===== src/rtl/core/rrts_pkg.sv =====
// Shared types and constants for the round-robin task scheduler.
// Used by the controller, the datapath and the top level; no dependencies.
package rrts_pkg;

    localparam logic [1:0] OP_CREATE = 2'd0;
    localparam logic [1:0] OP_SCHED  = 2'd1;
    localparam logic [1:0] OP_SLEEP  = 2'd2;
    localparam logic [1:0] OP_UNUSED = 2'd3;

    localparam logic [1:0] ST_UNUSED   = 2'd0;
    localparam logic [1:0] ST_RUNNABLE = 2'd1;
    localparam logic [1:0] ST_RUNNING  = 2'd2;
    localparam logic [1:0] ST_SLEEPING = 2'd3;

    localparam logic [2:0] STATUS_OK    = 3'd0;
    localparam logic [2:0] STATUS_FULL  = 3'd1;
    localparam logic [2:0] STATUS_ALLOC = 3'd2;
    localparam logic [2:0] STATUS_IDLE  = 3'd3;
    localparam logic [2:0] STATUS_NOCUR = 3'd4;

    localparam int S_DATA_W = 72;
    localparam int M_DATA_W = 56;

    // controller -> datapath
    typedef struct packed {
        logic load;
        logic scan_inc;
        logic create_take;
        logic set_full;
        logic wake_chk;
        logic sleep_park;
        logic set_nocur;
        logic requeue;
        logic pop_rd;
        logic pop_take;
        logic pop_none;
        logic id_take;
        logic rep_zero;
        logic out_load;
    } rrts_cmd_t;

    // datapath -> controller
    typedef struct packed {
        logic [1:0] op;
        logic       scan_last;
        logic       scan_unused;
        logic       cur_valid;
        logic       ready_empty;
        logic       out_busy;
    } rrts_sts_t;

endpackage


===== src/rtl/core/round_robin_task_scheduler.sv =====
// Channel  Dir  Bits  Contents
// s_       in   72    operation, current_time, sleep_time, alloc_ok
// m_       out  56    status, slot, task_id, running_valid, create_count
//
// One operation at a time. Create scans slots one per cycle. Schedule, and sleep
// with a current task, read each slot's deadline from RAM in S_RD and compare it in
// S_CMP. The result register lets the next operation start while a result waits.
// Reset (aresetn low, synchronous) clears the slot table and queue pointers.
// Top level of the round-robin task scheduler. Depends on rrts_pkg, rrts_ctrl, rrts_dp.
module round_robin_task_scheduler #(
    parameter int TASK_SLOTS = 16
) (
    input  logic        aclk,
    input  logic        aresetn,
    input  logic        s_tvalid,
    output logic        s_tready,
    // operation[1:0], current_time[33:2], sleep_time[65:34], alloc_ok[66]
    input  logic [71:0] s_tdata,
    output logic        m_tvalid,
    input  logic        m_tready,
    // status[2:0], slot[6:3], task_id[38:7], running_valid[39], create_count[55:40]
    output logic [55:0] m_tdata
);
    import rrts_pkg::*;

    rrts_cmd_t cmd;
    rrts_sts_t sts;

    rrts_ctrl u_ctrl (
        .aclk    (aclk),
        .aresetn (aresetn),
        .s_tvalid(s_tvalid),
        .s_tready(s_tready),
        .sts     (sts),
        .cmd     (cmd)
    );

    rrts_dp #(.TASK_SLOTS(TASK_SLOTS)) u_dp (
        .aclk    (aclk),
        .aresetn (aresetn),
        .s_tdata (s_tdata),
        .m_tvalid(m_tvalid),
        .m_tready(m_tready),
        .m_tdata (m_tdata),
        .cmd     (cmd),
        .sts     (sts)
    );
endmodule


===== src/rtl/core/rrts_ram.sv =====
// Generic single-write, single-read RAM with registered read data.
// No dependencies.
module rrts_ram #(
    parameter int WIDTH = 32,
    parameter int DEPTH = 16
) (
    input  logic                     aclk,
    input  logic                     we,
    input  logic [$clog2(DEPTH)-1:0] waddr,
    input  logic [WIDTH-1:0]         wdata,
    input  logic [$clog2(DEPTH)-1:0] raddr,
    output logic [WIDTH-1:0]         rdata
);
    logic [WIDTH-1:0] mem [DEPTH];
    logic [WIDTH-1:0] rdata_reg;

    always_ff @(posedge aclk) begin
        if (we) begin
            mem[waddr] <= wdata;
        end
        rdata_reg <= mem[raddr];
    end

    assign rdata = rdata_reg;
endmodule


===== src/rtl/core/rrts_ctrl.sv =====
// Sequencer for the task scheduler: steps each operation through the scan,
// queue and report phases that it needs. Depends on rrts_pkg.
module rrts_ctrl (
    input  logic              aclk,
    input  logic              aresetn,
    input  logic              s_tvalid,
    output logic              s_tready,
    input  rrts_pkg::rrts_sts_t sts,
    output rrts_pkg::rrts_cmd_t cmd
);
    import rrts_pkg::*;

    localparam logic [3:0] IDLE    = 4'd0;
    localparam logic [3:0] DISP    = 4'd1;
    localparam logic [3:0] C_SCAN  = 4'd2;
    localparam logic [3:0] S_RD    = 4'd3;
    localparam logic [3:0] S_CMP   = 4'd4;
    localparam logic [3:0] S_REQ   = 4'd5;
    localparam logic [3:0] S_POP   = 4'd6;
    localparam logic [3:0] S_POPW  = 4'd7;
    localparam logic [3:0] REPORT  = 4'd8;
    localparam logic [3:0] ID_W    = 4'd9;
    localparam logic [3:0] OUT     = 4'd10;

    logic [3:0] state_reg, state_next;

    always_ff @(posedge aclk) begin
        if (!aresetn) begin
            state_reg <= IDLE;
        end else begin
            state_reg <= state_next;
        end
    end

    assign s_tready = (state_reg == IDLE);

    always_comb begin
        state_next = state_reg;
        cmd        = '0;
        case (state_reg)
            IDLE: begin
                if (s_tvalid) begin
                    cmd.load   = 1'b1;
                    state_next = DISP;
                end
            end
            DISP: begin
                case (sts.op)
                    OP_CREATE: state_next = C_SCAN;
                    OP_SCHED:  state_next = S_RD;
                    OP_SLEEP: begin
                        if (sts.cur_valid) begin
                            cmd.sleep_park = 1'b1;
                            state_next     = S_RD;
                        end else begin
                            cmd.set_nocur = 1'b1;
                            state_next    = REPORT;
                        end
                    end
                    default: state_next = REPORT;
                endcase
            end
            C_SCAN: begin
                if (sts.scan_unused) begin
                    cmd.create_take = 1'b1;
                    state_next      = OUT;
                end else if (sts.scan_last) begin
                    cmd.set_full = 1'b1;
                    state_next   = OUT;
                end else begin
                    cmd.scan_inc = 1'b1;
                end
            end
            S_RD: state_next = S_CMP;
            S_CMP: begin
                cmd.wake_chk = 1'b1;
                if (sts.scan_last) begin
                    state_next = S_REQ;
                end else begin
                    cmd.scan_inc = 1'b1;
                    state_next   = S_RD;
                end
            end
            S_REQ: begin
                cmd.requeue = 1'b1;
                state_next  = S_POP;
            end
            S_POP: begin
                if (sts.ready_empty) begin
                    cmd.pop_none = 1'b1;
                    state_next   = REPORT;
                end else begin
                    cmd.pop_rd = 1'b1;
                    state_next = S_POPW;
                end
            end
            S_POPW: begin
                cmd.pop_take = 1'b1;
                state_next   = REPORT;
            end
            REPORT: begin
                if (sts.cur_valid) begin
                    state_next = ID_W;
                end else begin
                    cmd.rep_zero = 1'b1;
                    state_next   = OUT;
                end
            end
            ID_W: begin
                cmd.id_take = 1'b1;
                state_next  = OUT;
            end
            OUT: begin
                if (!sts.out_busy) begin
                    cmd.out_load = 1'b1;
                    state_next   = IDLE;
                end
            end
            default: state_next = IDLE;
        endcase
    end
endmodule


===== src/rtl/core/rrts_dp.sv =====
// Datapath of the task scheduler: slot table, ready queue, current task,
// counters and the result register. Depends on rrts_pkg and rrts_ram.
module rrts_dp #(
    parameter int TASK_SLOTS = 16
) (
    input  logic                            aclk,
    input  logic                            aresetn,
    input  logic [rrts_pkg::S_DATA_W-1:0]   s_tdata,
    output logic                            m_tvalid,
    input  logic                            m_tready,
    output logic [rrts_pkg::M_DATA_W-1:0]   m_tdata,
    input  rrts_pkg::rrts_cmd_t             cmd,
    output rrts_pkg::rrts_sts_t             sts
);
    import rrts_pkg::*;

    localparam int SW = $clog2(TASK_SLOTS);
    localparam int CW = SW + 1;
    localparam logic [SW-1:0] LAST = SW'(TASK_SLOTS - 1);

    logic [1:0]    op_reg, op_next;
    logic [31:0]   now_reg, now_next;
    logic [31:0]   dur_reg, dur_next;
    logic          alloc_reg, alloc_next;
    logic [SW-1:0] scan_reg, scan_next;
    logic [1:0]    slot_state_reg [TASK_SLOTS];
    logic [1:0]    slot_state_next [TASK_SLOTS];
    logic [SW-1:0] head_reg, head_next;
    logic [SW-1:0] tail_reg, tail_next;
    logic [CW-1:0] count_reg, count_next;
    logic [SW-1:0] cur_reg, cur_next;
    logic          cur_valid_reg, cur_valid_next;
    logic [31:0]   next_id_reg, next_id_next;
    logic [15:0]   created_reg, created_next;
    logic [2:0]    status_reg, status_next;
    logic [SW-1:0] rslot_reg, rslot_next;
    logic [31:0]   rid_reg, rid_next;
    logic          m_tvalid_reg, m_tvalid_next;
    logic [M_DATA_W-1:0] m_tdata_reg, m_tdata_next;

    logic          push;
    logic [SW-1:0] push_slot;
    logic [31:0]   id_q, dl_q;
    logic [SW-1:0] fifo_q;
    logic [32:0]   dl_sum;
    logic [31:0]   dl_sat;
    logic [SW+3:0] rslot_wide;

    assign dl_sum = {1'b0, now_reg} + {1'b0, dur_reg};
    assign dl_sat = dl_sum[32] ? 32'hFFFF_FFFF : dl_sum[31:0];
    assign rslot_wide = {4'b0, rslot_reg};

    rrts_ram #(.WIDTH(32), .DEPTH(TASK_SLOTS)) u_id_ram (
        .aclk (aclk),
        .we   (cmd.create_take),
        .waddr(scan_reg),
        .wdata(next_id_reg),
        .raddr(cur_reg),
        .rdata(id_q)
    );

    rrts_ram #(.WIDTH(32), .DEPTH(TASK_SLOTS)) u_dl_ram (
        .aclk (aclk),
        .we   (cmd.sleep_park),
        .waddr(cur_reg),
        .wdata(dl_sat),
        .raddr(scan_reg),
        .rdata(dl_q)
    );

    rrts_ram #(.WIDTH(SW), .DEPTH(TASK_SLOTS)) u_fifo_ram (
        .aclk (aclk),
        .we   (push),
        .waddr(tail_reg),
        .wdata(push_slot),
        .raddr(head_reg),
        .rdata(fifo_q)
    );

    always_comb begin
        op_next        = op_reg;
        now_next       = now_reg;
        dur_next       = dur_reg;
        alloc_next     = alloc_reg;
        scan_next      = scan_reg;
        slot_state_next = slot_state_reg;
        head_next      = head_reg;
        tail_next      = tail_reg;
        count_next     = count_reg;
        cur_next       = cur_reg;
        cur_valid_next = cur_valid_reg;
        next_id_next   = next_id_reg;
        created_next   = created_reg;
        status_next    = status_reg;
        rslot_next     = rslot_reg;
        rid_next       = rid_reg;
        m_tvalid_next  = m_tvalid_reg;
        m_tdata_next   = m_tdata_reg;
        push           = 1'b0;
        push_slot      = scan_reg;

        if (cmd.load) begin
            op_next     = s_tdata[1:0];
            now_next    = s_tdata[33:2];
            dur_next    = s_tdata[65:34];
            alloc_next  = s_tdata[66];
            scan_next   = '0;
            status_next = STATUS_OK;
        end
        if (cmd.scan_inc) begin
            scan_next = scan_reg + SW'(1);
        end
        if (cmd.create_take) begin
            if (created_reg != 16'hFFFF) begin
                created_next = created_reg + 16'd1;
            end
            next_id_next = next_id_reg + 32'd1;
            rslot_next   = scan_reg;
            rid_next     = next_id_reg;
            if (alloc_reg) begin
                slot_state_next[scan_reg] = ST_RUNNABLE;
                push        = 1'b1;
                status_next = STATUS_OK;
            end else begin
                status_next = STATUS_ALLOC;
            end
        end
        if (cmd.set_full) begin
            status_next = STATUS_FULL;
            rslot_next  = '0;
            rid_next    = '0;
        end
        if (cmd.sleep_park) begin
            slot_state_next[cur_reg] = ST_SLEEPING;
        end
        if (cmd.set_nocur) begin
            status_next = STATUS_NOCUR;
        end
        if (cmd.wake_chk && slot_state_reg[scan_reg] == ST_SLEEPING && dl_q <= now_reg) begin
            slot_state_next[scan_reg] = ST_RUNNABLE;
            push = 1'b1;
        end
        if (cmd.requeue && cur_valid_reg && slot_state_reg[cur_reg] == ST_RUNNING) begin
            slot_state_next[cur_reg] = ST_RUNNABLE;
            push      = 1'b1;
            push_slot = cur_reg;
        end
        // a full queue drops the push
        if (push && count_reg < CW'(TASK_SLOTS)) begin
            tail_next  = (tail_reg == LAST) ? '0 : tail_reg + SW'(1);
            count_next = count_reg + CW'(1);
        end else begin
            push = 1'b0;
        end
        if (cmd.pop_rd) begin
            head_next  = (head_reg == LAST) ? '0 : head_reg + SW'(1);
            count_next = count_reg - CW'(1);
        end
        if (cmd.pop_take) begin
            slot_state_next[fifo_q] = ST_RUNNING;
            cur_next       = fifo_q;
            cur_valid_next = 1'b1;
            status_next    = STATUS_OK;
        end
        if (cmd.pop_none) begin
            if (cur_valid_reg && slot_state_reg[cur_reg] == ST_RUNNABLE) begin
                slot_state_next[cur_reg] = ST_RUNNING;
                status_next = STATUS_OK;
            end else begin
                cur_valid_next = 1'b0;
                status_next    = STATUS_IDLE;
            end
        end
        if (cmd.id_take) begin
            rslot_next = cur_reg;
            rid_next   = id_q;
        end
        if (cmd.rep_zero) begin
            rslot_next = '0;
            rid_next   = '0;
        end

        if (m_tvalid_reg && m_tready) begin
            m_tvalid_next = 1'b0;
        end
        if (cmd.out_load) begin
            m_tvalid_next = 1'b1;
            m_tdata_next  = {created_reg, cur_valid_reg, rid_reg, rslot_wide[3:0], status_reg};
        end
    end

    always_ff @(posedge aclk) begin
        if (!aresetn) begin
            scan_reg      <= '0;
            head_reg      <= '0;
            tail_reg      <= '0;
            count_reg     <= '0;
            cur_reg       <= '0;
            cur_valid_reg <= 1'b0;
            next_id_reg   <= 32'd1;
            created_reg   <= '0;
            m_tvalid_reg  <= 1'b0;
            for (int i = 0; i < TASK_SLOTS; i++) begin
                slot_state_reg[i] <= ST_UNUSED;
            end
        end else begin
            scan_reg       <= scan_next;
            head_reg       <= head_next;
            tail_reg       <= tail_next;
            count_reg      <= count_next;
            cur_reg        <= cur_next;
            cur_valid_reg  <= cur_valid_next;
            next_id_reg    <= next_id_next;
            created_reg    <= created_next;
            m_tvalid_reg   <= m_tvalid_next;
            slot_state_reg <= slot_state_next;
        end
    end

    always_ff @(posedge aclk) begin
        op_reg      <= op_next;
        now_reg     <= now_next;
        dur_reg     <= dur_next;
        alloc_reg   <= alloc_next;
        status_reg  <= status_next;
        rslot_reg   <= rslot_next;
        rid_reg     <= rid_next;
        m_tdata_reg <= m_tdata_next;
    end

    assign m_tvalid = m_tvalid_reg;
    assign m_tdata  = m_tdata_reg;

    assign sts.op          = op_reg;
    assign sts.scan_last   = (scan_reg == LAST);
    assign sts.scan_unused = (slot_state_reg[scan_reg] == ST_UNUSED);
    assign sts.cur_valid   = cur_valid_reg;
    assign sts.ready_empty = (count_reg == '0);
    assign sts.out_busy    = m_tvalid_reg;
endmodule


===== config.mk =====
export PLATFORM = sky130hd
export DESIGN_NAME = round_robin_task_scheduler
export DESIGN_NICKNAME = d
export VERILOG_FILES = /design/src/rtl/core/rrts_pkg.sv /design/src/rtl/core/round_robin_task_scheduler.sv /design/src/rtl/core/rrts_ram.sv /design/src/rtl/core/rrts_ctrl.sv /design/src/rtl/core/rrts_dp.sv
export SDC_FILE = /design/constraint.sdc
export NUM_CORES = 2
export LEC_CHECK = 0
export BUFFER_PORTS_ARGS = -buffer_cell sky130_fd_sc_hd__buf_4
export CAP_MARGIN = 40
export CORE_AREA = 4 4 326 328
export CTS_CLUSTER_DIAMETER = 200
export DETAILED_ROUTE_END_ITERATION = 7
export DIE_AREA = 0 0 330 332
export GPL_ROUTABILITY_DRIVEN = 0
export PLACE_DENSITY = 0.78
export SETUP_SLACK_MARGIN = 0.4
export SLEW_MARGIN = 20
export SYNTH_ARGS = -nofsm -noshare
export SYNTH_HDL_FRONTEND = slang
export SYNTH_SLANG_ARGS = --single-unit

===== constraint.sdc =====
create_clock -name aclk -period 8.4 [get_ports aclk]
set_clock_uncertainty 0.15 [all_clocks]
set_input_delay 0.42 -clock aclk [delete_from_list [all_inputs] [get_ports aclk]]
set_output_delay 0.42 -clock aclk [all_outputs]
set_load 0.005 [all_outputs]

* Yosys cells after proc, flatten, opt, wreduce, memory -nomap -nowiden
Memories as Yosys holds them, arrays and structs flattened. A register that Yosys moved wholly into a read port is not among the register bits.
Cells that the tools add are included.
** Storage, ports and cells
- Register bits after elaboration :: 269
- RAM bits :: 1088
- Memories :: 3
- Logic and storage cells :: 206
- Input port bits :: 76
** Operators by class
- Bitwise gates (word level) :: 18
- Add/subtract/negate cells :: 8
- $lt $le $gt $ge :: 8
- Equal/unequal tests :: 22
- Reduce and logical (&&, ||, !) cells :: 21
- Multiplexer cells :: 92
** Memories
- u_dp.u_dl_ram.mem :: words 16, bits a word 32, rd ports 1, clocked after memory_dff 1, wr ports 1, RTL line rrts_ram.sv:14 : logic [WIDTH-1:0] mem [DEPTH];
- u_dp.u_id_ram.mem :: words 16, bits a word 32, rd ports 1, clocked after memory_dff 1, wr ports 1, RTL line rrts_ram.sv:14
- u_dp.u_fifo_ram.mem :: words 16, bits a word 4, rd ports 1, clocked after memory_dff 1, wr ports 1, RTL line rrts_ram.sv:14
** Operators by type and width (number)
- 32-bit two-way mux :: 12
- 16-bit bitwise AND :: 5
- 16-bit bitwise OR :: 5
- 16-bit inverter :: 4
- 4-bit two-way mux :: 14
- 4-bit one-hot mux with 11 select lines :: 1
- 1-bit two-way mux :: 36
- 32-bit by 32-bit adder with 33-bit output :: 1
- 32-bit by 1-bit adder with 32-bit output (second input constant) :: 1
- 32-bit <= comparator :: 1
- 32-bit bitwise OR :: 1
- 2-bit two-way mux :: 13
- 2-bit demux with 4-bit select :: 3
- 4-bit equality test (second input constant) :: 6
- 3-bit two-way mux :: 7
- 16-bit by 1-bit adder with 16-bit output (second input constant) :: 1
- 2-bit binary-select mux with 4-bit select :: 2
- 4-bit by 3-bit equality test with 1-bit output (second input constant) :: 4
- 16-bit inequality test (second input constant) :: 1
- 5-bit greater-or-equal comparator (second input constant) :: 3
- 5-bit by 1-bit less-than comparator with 1-bit output (second input constant) :: 3
- 4-bit inverter with 5-bit output :: 3
- 4-bit by 1-bit adder with 4-bit output (second input constant) :: 3
- 4-bit one-hot mux with 3 select lines :: 1
- other kinds (20) :: 38

* Logic depth before layout (Yosys ltp)
- Depth after elaboration :: 20
- Gate-level depth with buffers :: 12

* Hierarchy
A second synthesis with hierarchy kept.
** Second synthesis, totals
- Cell total of the unflattened synthesis :: 3285
- Area, all modules :: 56863.3 µm²
** By module, submodules not included
- rrts_ram at u_dp.u_dl_ram ... :: area an instance 19854.0 µm², times used 2, cells each 838
- rrts_dp :: area an instance 13914.6 µm², times used 1, cells each 1407
- rrts_ram at u_dp.u_fifo_ram :: area an instance 2666.3 µm², times used 1, cells each 130
- rrts_ctrl :: area an instance 574.3 µm², times used 1, cells each 72

* Worst setup path before layout
OpenSTA, ideal clock, no wires.
- Path kind :: reg2reg
- Start :: register u_ctrl.state_reg[3]
- End :: register u_dp.m_tdata_reg[0], in the netlist u_dp.m_tdata[0], enable pin
- Clock period less this slack :: 7.380 ns
- Path buffers :: 1
- Library setup time :: 0.632 ns
- Data arrival time :: 6.597 ns
- Path slack :: 1.020 ns
- Data required time :: 7.618 ns
- Cell stages (with the launch flop) :: 4
- Path through :: dfxtp_1 -> clkbuf_1 -> nand2b_1 -> nor4b_1
** RTL lines
- start: declaration :: RTL line rrts_ctrl.sv:25 : logic [3:0] state_reg, state_next;
- start signal: assignment :: RTL line rrts_ctrl.sv:31 : state_reg <= state_next;
- end signal: assignment :: RTL line rrts_dp.sv:228 : m_tdata_reg <= m_tdata_next;
- end: declaration :: RTL line rrts_dp.sv:39 : logic [M_DATA_W-1:0] m_tdata_reg, m_tdata_next;

* Final worst setup path
- Start :: register u_dp.scan_reg[2]
- End :: register u_dp.next_id_reg[23]
** On the way
- Word-level cells in the longest chain between the ends :: 7
** RTL lines
- start: declaration :: RTL line rrts_dp.sv:25 : logic [SW-1:0] scan_reg, scan_next;
- start signal: assignment :: RTL line rrts_dp.sv:207 : scan_reg <= scan_next;
- 4-bit inverter with 5-bit output (implied by the code) :: RTL line rrts_dp.sv:236 : assign sts.scan_unused = (slot_state_reg[scan_reg] == ST_UNUSED);
- 2-bit binary-select mux with 4-bit select :: RTL line rrts_dp.sv:236
- 2-bit two-way mux (implied by the code) (2 in a row) :: RTL line rrts_dp.sv:236
- 2-bit logical NOT :: RTL line rrts_dp.sv:236
- 1-bit two-way mux :: RTL line rrts_ctrl.sv:64 : if (sts.scan_unused) begin
- 2-bit two-way mux :: RTL line rrts_ctrl.sv:40 : case (state_reg)
- end signal: assignment :: RTL line rrts_dp.sv:213 : next_id_reg <= next_id_next;
- end: declaration :: RTL line rrts_dp.sv:33 : logic [31:0] next_id_reg, next_id_next;
Every way passes these cells. The select of a mux whose other input is x is not followed.
A chain may end at the register's enable or synchronous reset.

==> impl_metrics.ini <==
[outcome]
status = complete, no violations

[synthesis]
synth_mux_area_frac = 0.145
synthSimpleGateAreaFrac = 0.0508
ys_async_sr_fraction = 0
synthXorXnorAreaFrac = 0.00977
synth_enable_flop_cells = 1214
synth_top_family_by_area = multiplexers
yosysUniqueCellTypes = 67
ys_seq_area_frac = 0.720
synth_compound_area_frac = 0.0404
ys_seq_elements = 1425
syn_area_per_cell_um2 = 18.0
yosysWarnings = 0
syn_nets = 3286
synth-main-ff-cell = edfxtp_1
synthCells = 3130
netlist_area_um2 = 56500
synth_fa_ha_area_frac = 0.0180

[floorplanning]
start_util = 0.547
rows = 118
fp.dieArea_um2 = 110000
die_w_um = 330
core_um2 = 103000
die_y_um = 332
pin_count = 134

[timing]
fin_ws_ps = 3900
final_hold_viol_count = 0
fmaxAchievable_mhz = 222
tns_ps = 0
fin_crit_ps = 4500
setup_viol = 0
rsz0062_at_grt = false
report.final.slew_viol_count = 0
tightestPinTransition_ps = 1000
timing.slew.headroom = 0.332
post-route-period-util = 0.536

[worst_setup_path]
crit_family = simple AND/OR/NAND/NOR gates
crit_type = reg2reg
cp_max_fo = 25
crit_slowest_cell = dfxtp_2
r2r_slack_ps = 3900
cp.depth = 8
reg2reg_to = u_dp.next_id_reg[23]
crit_start = u_dp.scan_reg[2]
endpoint_kind = flip-flop
timing.rr.start = u_dp.scan_reg[2]
crit_chain = mux4_2, nor2_1, mux4_2, nand4_1, nor2b_1, nand4_1, xor2_1, nor2_1
arrival_ps = 5010
cp.required_ps = 8900
max_stage_delay_ps = 920
reg2regPathDepth = 8
worstSetupStartpointType = flip-flop
worst-path-buf-inv = 0

[place]
dp.cells = 4555
dp_hpwl_um = 71900
post-place-ws_ps = 3840
io_buffers = 128

[routing]
routed_wl_um = 135000
drc_errors = 0
drtAntennaViolNets = 0
routed_via_density = 6.35
drtIter0Drc = 4082
num_vias = 31100
first_pass_iters = 6
wire_per_inst_um = 27.5

[cells_and_area]
layout-drive-gt1-share = 0.236
final_nets = 3550
reg_top3 = u_dp.u_dl_ram.mem: 512 flops, u_dp.u_id_ram.mem: 512 flops, u_dp.u_fifo_ram.mem: 64 flops
fillers = 6611
final_common_cell = edfxtp_1
antenna_cells = 0
final_cells = 4894
area.growth.synth_to_final_pct = 15.2
final_cell_mix = edfxtp_1, mux4_2, dfxtp_1

[clock_network]
path_clk_slew_ps = 70
cts_max_path_buffers = 3
insertion_delay_ps = 770
cts_sinks = 1425
cts_max_level = 4
cts_tree = yes
root_buffer = clkbuf_16
post-cts-setup-buffers = 0
numCtsBuffers = 142
ctsHoldBuffers = 70
ctsResizeCount = 0

[flow_run]
drv_cap = 0

[hold_path]
hold_start = s_tdata[28]
hold_class = in2reg
min_to = u_dp.now_reg[26]
hold_depth = 2

[pwr]
ir_drop_mv = 0.220
leakagePower_nw = 21.4
powerDensity_nw_per_um2 = 281

[global_routing]
first_global_vias = 31600
grt_max_degree = 120
gr-total-overflow = 0
antenna_found_initial = 3
grt_usage = 0.246
grt_pass1_wl_um = 201000
cell usage after synthesis (all sizes together) (3+ instances only):
| cell | number | share of area |
|---|---|---|
| o311a | 12 | 0.0021 |
| o31ai | 7 | 0.00093 |
| a21boi | 6 | 0.00080 |
| ha | 78 | 0.017 |
| nor4b | 4 | 0.00062 |
| nor4 | 3 | 0.00033 |
| nor3 | 34 | 0.0031 |
| nor2 | 199 | 0.013 |
| a31oi | 14 | 0.0016 |
| nand2b | 16 | 0.0018 |
| a211oi | 16 | 0.0023 |
| xor2 | 36 | 0.0056 |
| inv | 70 | 0.0047 |
| nor2b | 27 | 0.0030 |
| mux4 | 358 | 0.14 |
| and3 | 41 | 0.0046 |
| a22o | 10 | 0.0016 |
| nor3b | 5 | 0.00084 |
| o21a | 4 | 0.00053 |
| nand4 | 29 | 0.0032 |
| or2 | 3 | 0.00033 |
| a32oi | 6 | 0.00093 |
| nand2 | 131 | 0.0087 |
| dfxtp | 211 | 0.075 |
| and4 | 9 | 0.0014 |
| o211ai | 5 | 0.00066 |
| and2 | 24 | 0.0027 |
| edfxtp | 1214 | 0.65 |
| clkbuf | 100 | 0.0066 |
| nand3 | 54 | 0.0048 |
| o21ai | 97 | 0.0087 |
| mux2i | 10 | 0.0018 |
| buf | 57 | 0.0046 |
| xnor2 | 27 | 0.0042 |
| a21o | 26 | 0.0035 |
| o32ai | 4 | 0.00062 |
| o21bai | 5 | 0.00066 |
| or3 | 16 | 0.0018 |
| a311oi | 5 | 0.00078 |
| a21oi | 131 | 0.012 |
area by class of cell:
cell class              instances  area [um2]  area share
flip-flops and latches       1425       40700       0.626
multi-input cells            1477       15000       0.231
clock buffers                 201        3970      0.0609
repair buffers                277        2530      0.0389
well taps                    1380        1730      0.0265
clock inverters                63         825      0.0127
inverters                      71         268     0.00412
layer usage:
| metal | track usage | share of wire |
|---|---|---|
| met5 | 0 | 0.00020 |
| met3 | 0.0504 | 0.097 |
| met2 | 0.400 | 0.49 |
| met1 | 0.338 | 0.38 |
| met4 | 0.0794 | 0.031 |
power breakdown:
part,internal [mW],switching [mW]
Clock,3.63,2.74
Combinational,0.835,1.93
Sequential,8.87,0.258
worst reg2reg max path, delay by kind of cell (launching register included):
family,cells,cell delay (ps)
muxes,2,1040
and+or+nand+nor,5,2040
DFF,1,920
xor gates and xnor gates,1,230
how the worst max path moves through the flow:
| stage | end | slack (ps) |
|---|---|---|
| CTS | u_dp.next_id_reg[23] | 3750 |
| floorplan | u_dp.m_tdata[0] | 1020 |
| detailed placement | u_dp.next_id_reg[31] | 3840 |
| finish | u_dp.next_id_reg[23] | 3900 |
| global route | u_dp.next_id_reg[17] | 3830 |
| global placement | u_dp.next_id_reg[25] | 3930 |
logic make-up after synthesis:
| group | Yosys count |
|---|---|
| AOI/OAI and AO/OA | 368 |
| xor gates and xnor gates | 63 |
| adders and majority gates | 80 |
| buffers and inverters | 228 |
| DFF | 1425 |
| muxes | 368 |
| and+or+nand+nor | 598 |
stage by stage:
| step | instance area, um2 | total power [mW] | hold slack, ps | util |
|---|---|---|---|---|
| finish | 65100 | 18.3 | 233 | 0.630 |
| global route | 65100 | 18.9 | 213 | 0.630 |
| CTS | 65000 | 18.3 | 179 | 0.629 |
| detailed placement | 59500 | 11.9 | 265 | 0.576 |
| global placement | 59100 | 11.7 | 263 | 0.573 |
| floorplan | 56500 | 10.9 | 250 | - |
No activity file was read; power rests on OpenSTA's default activity.
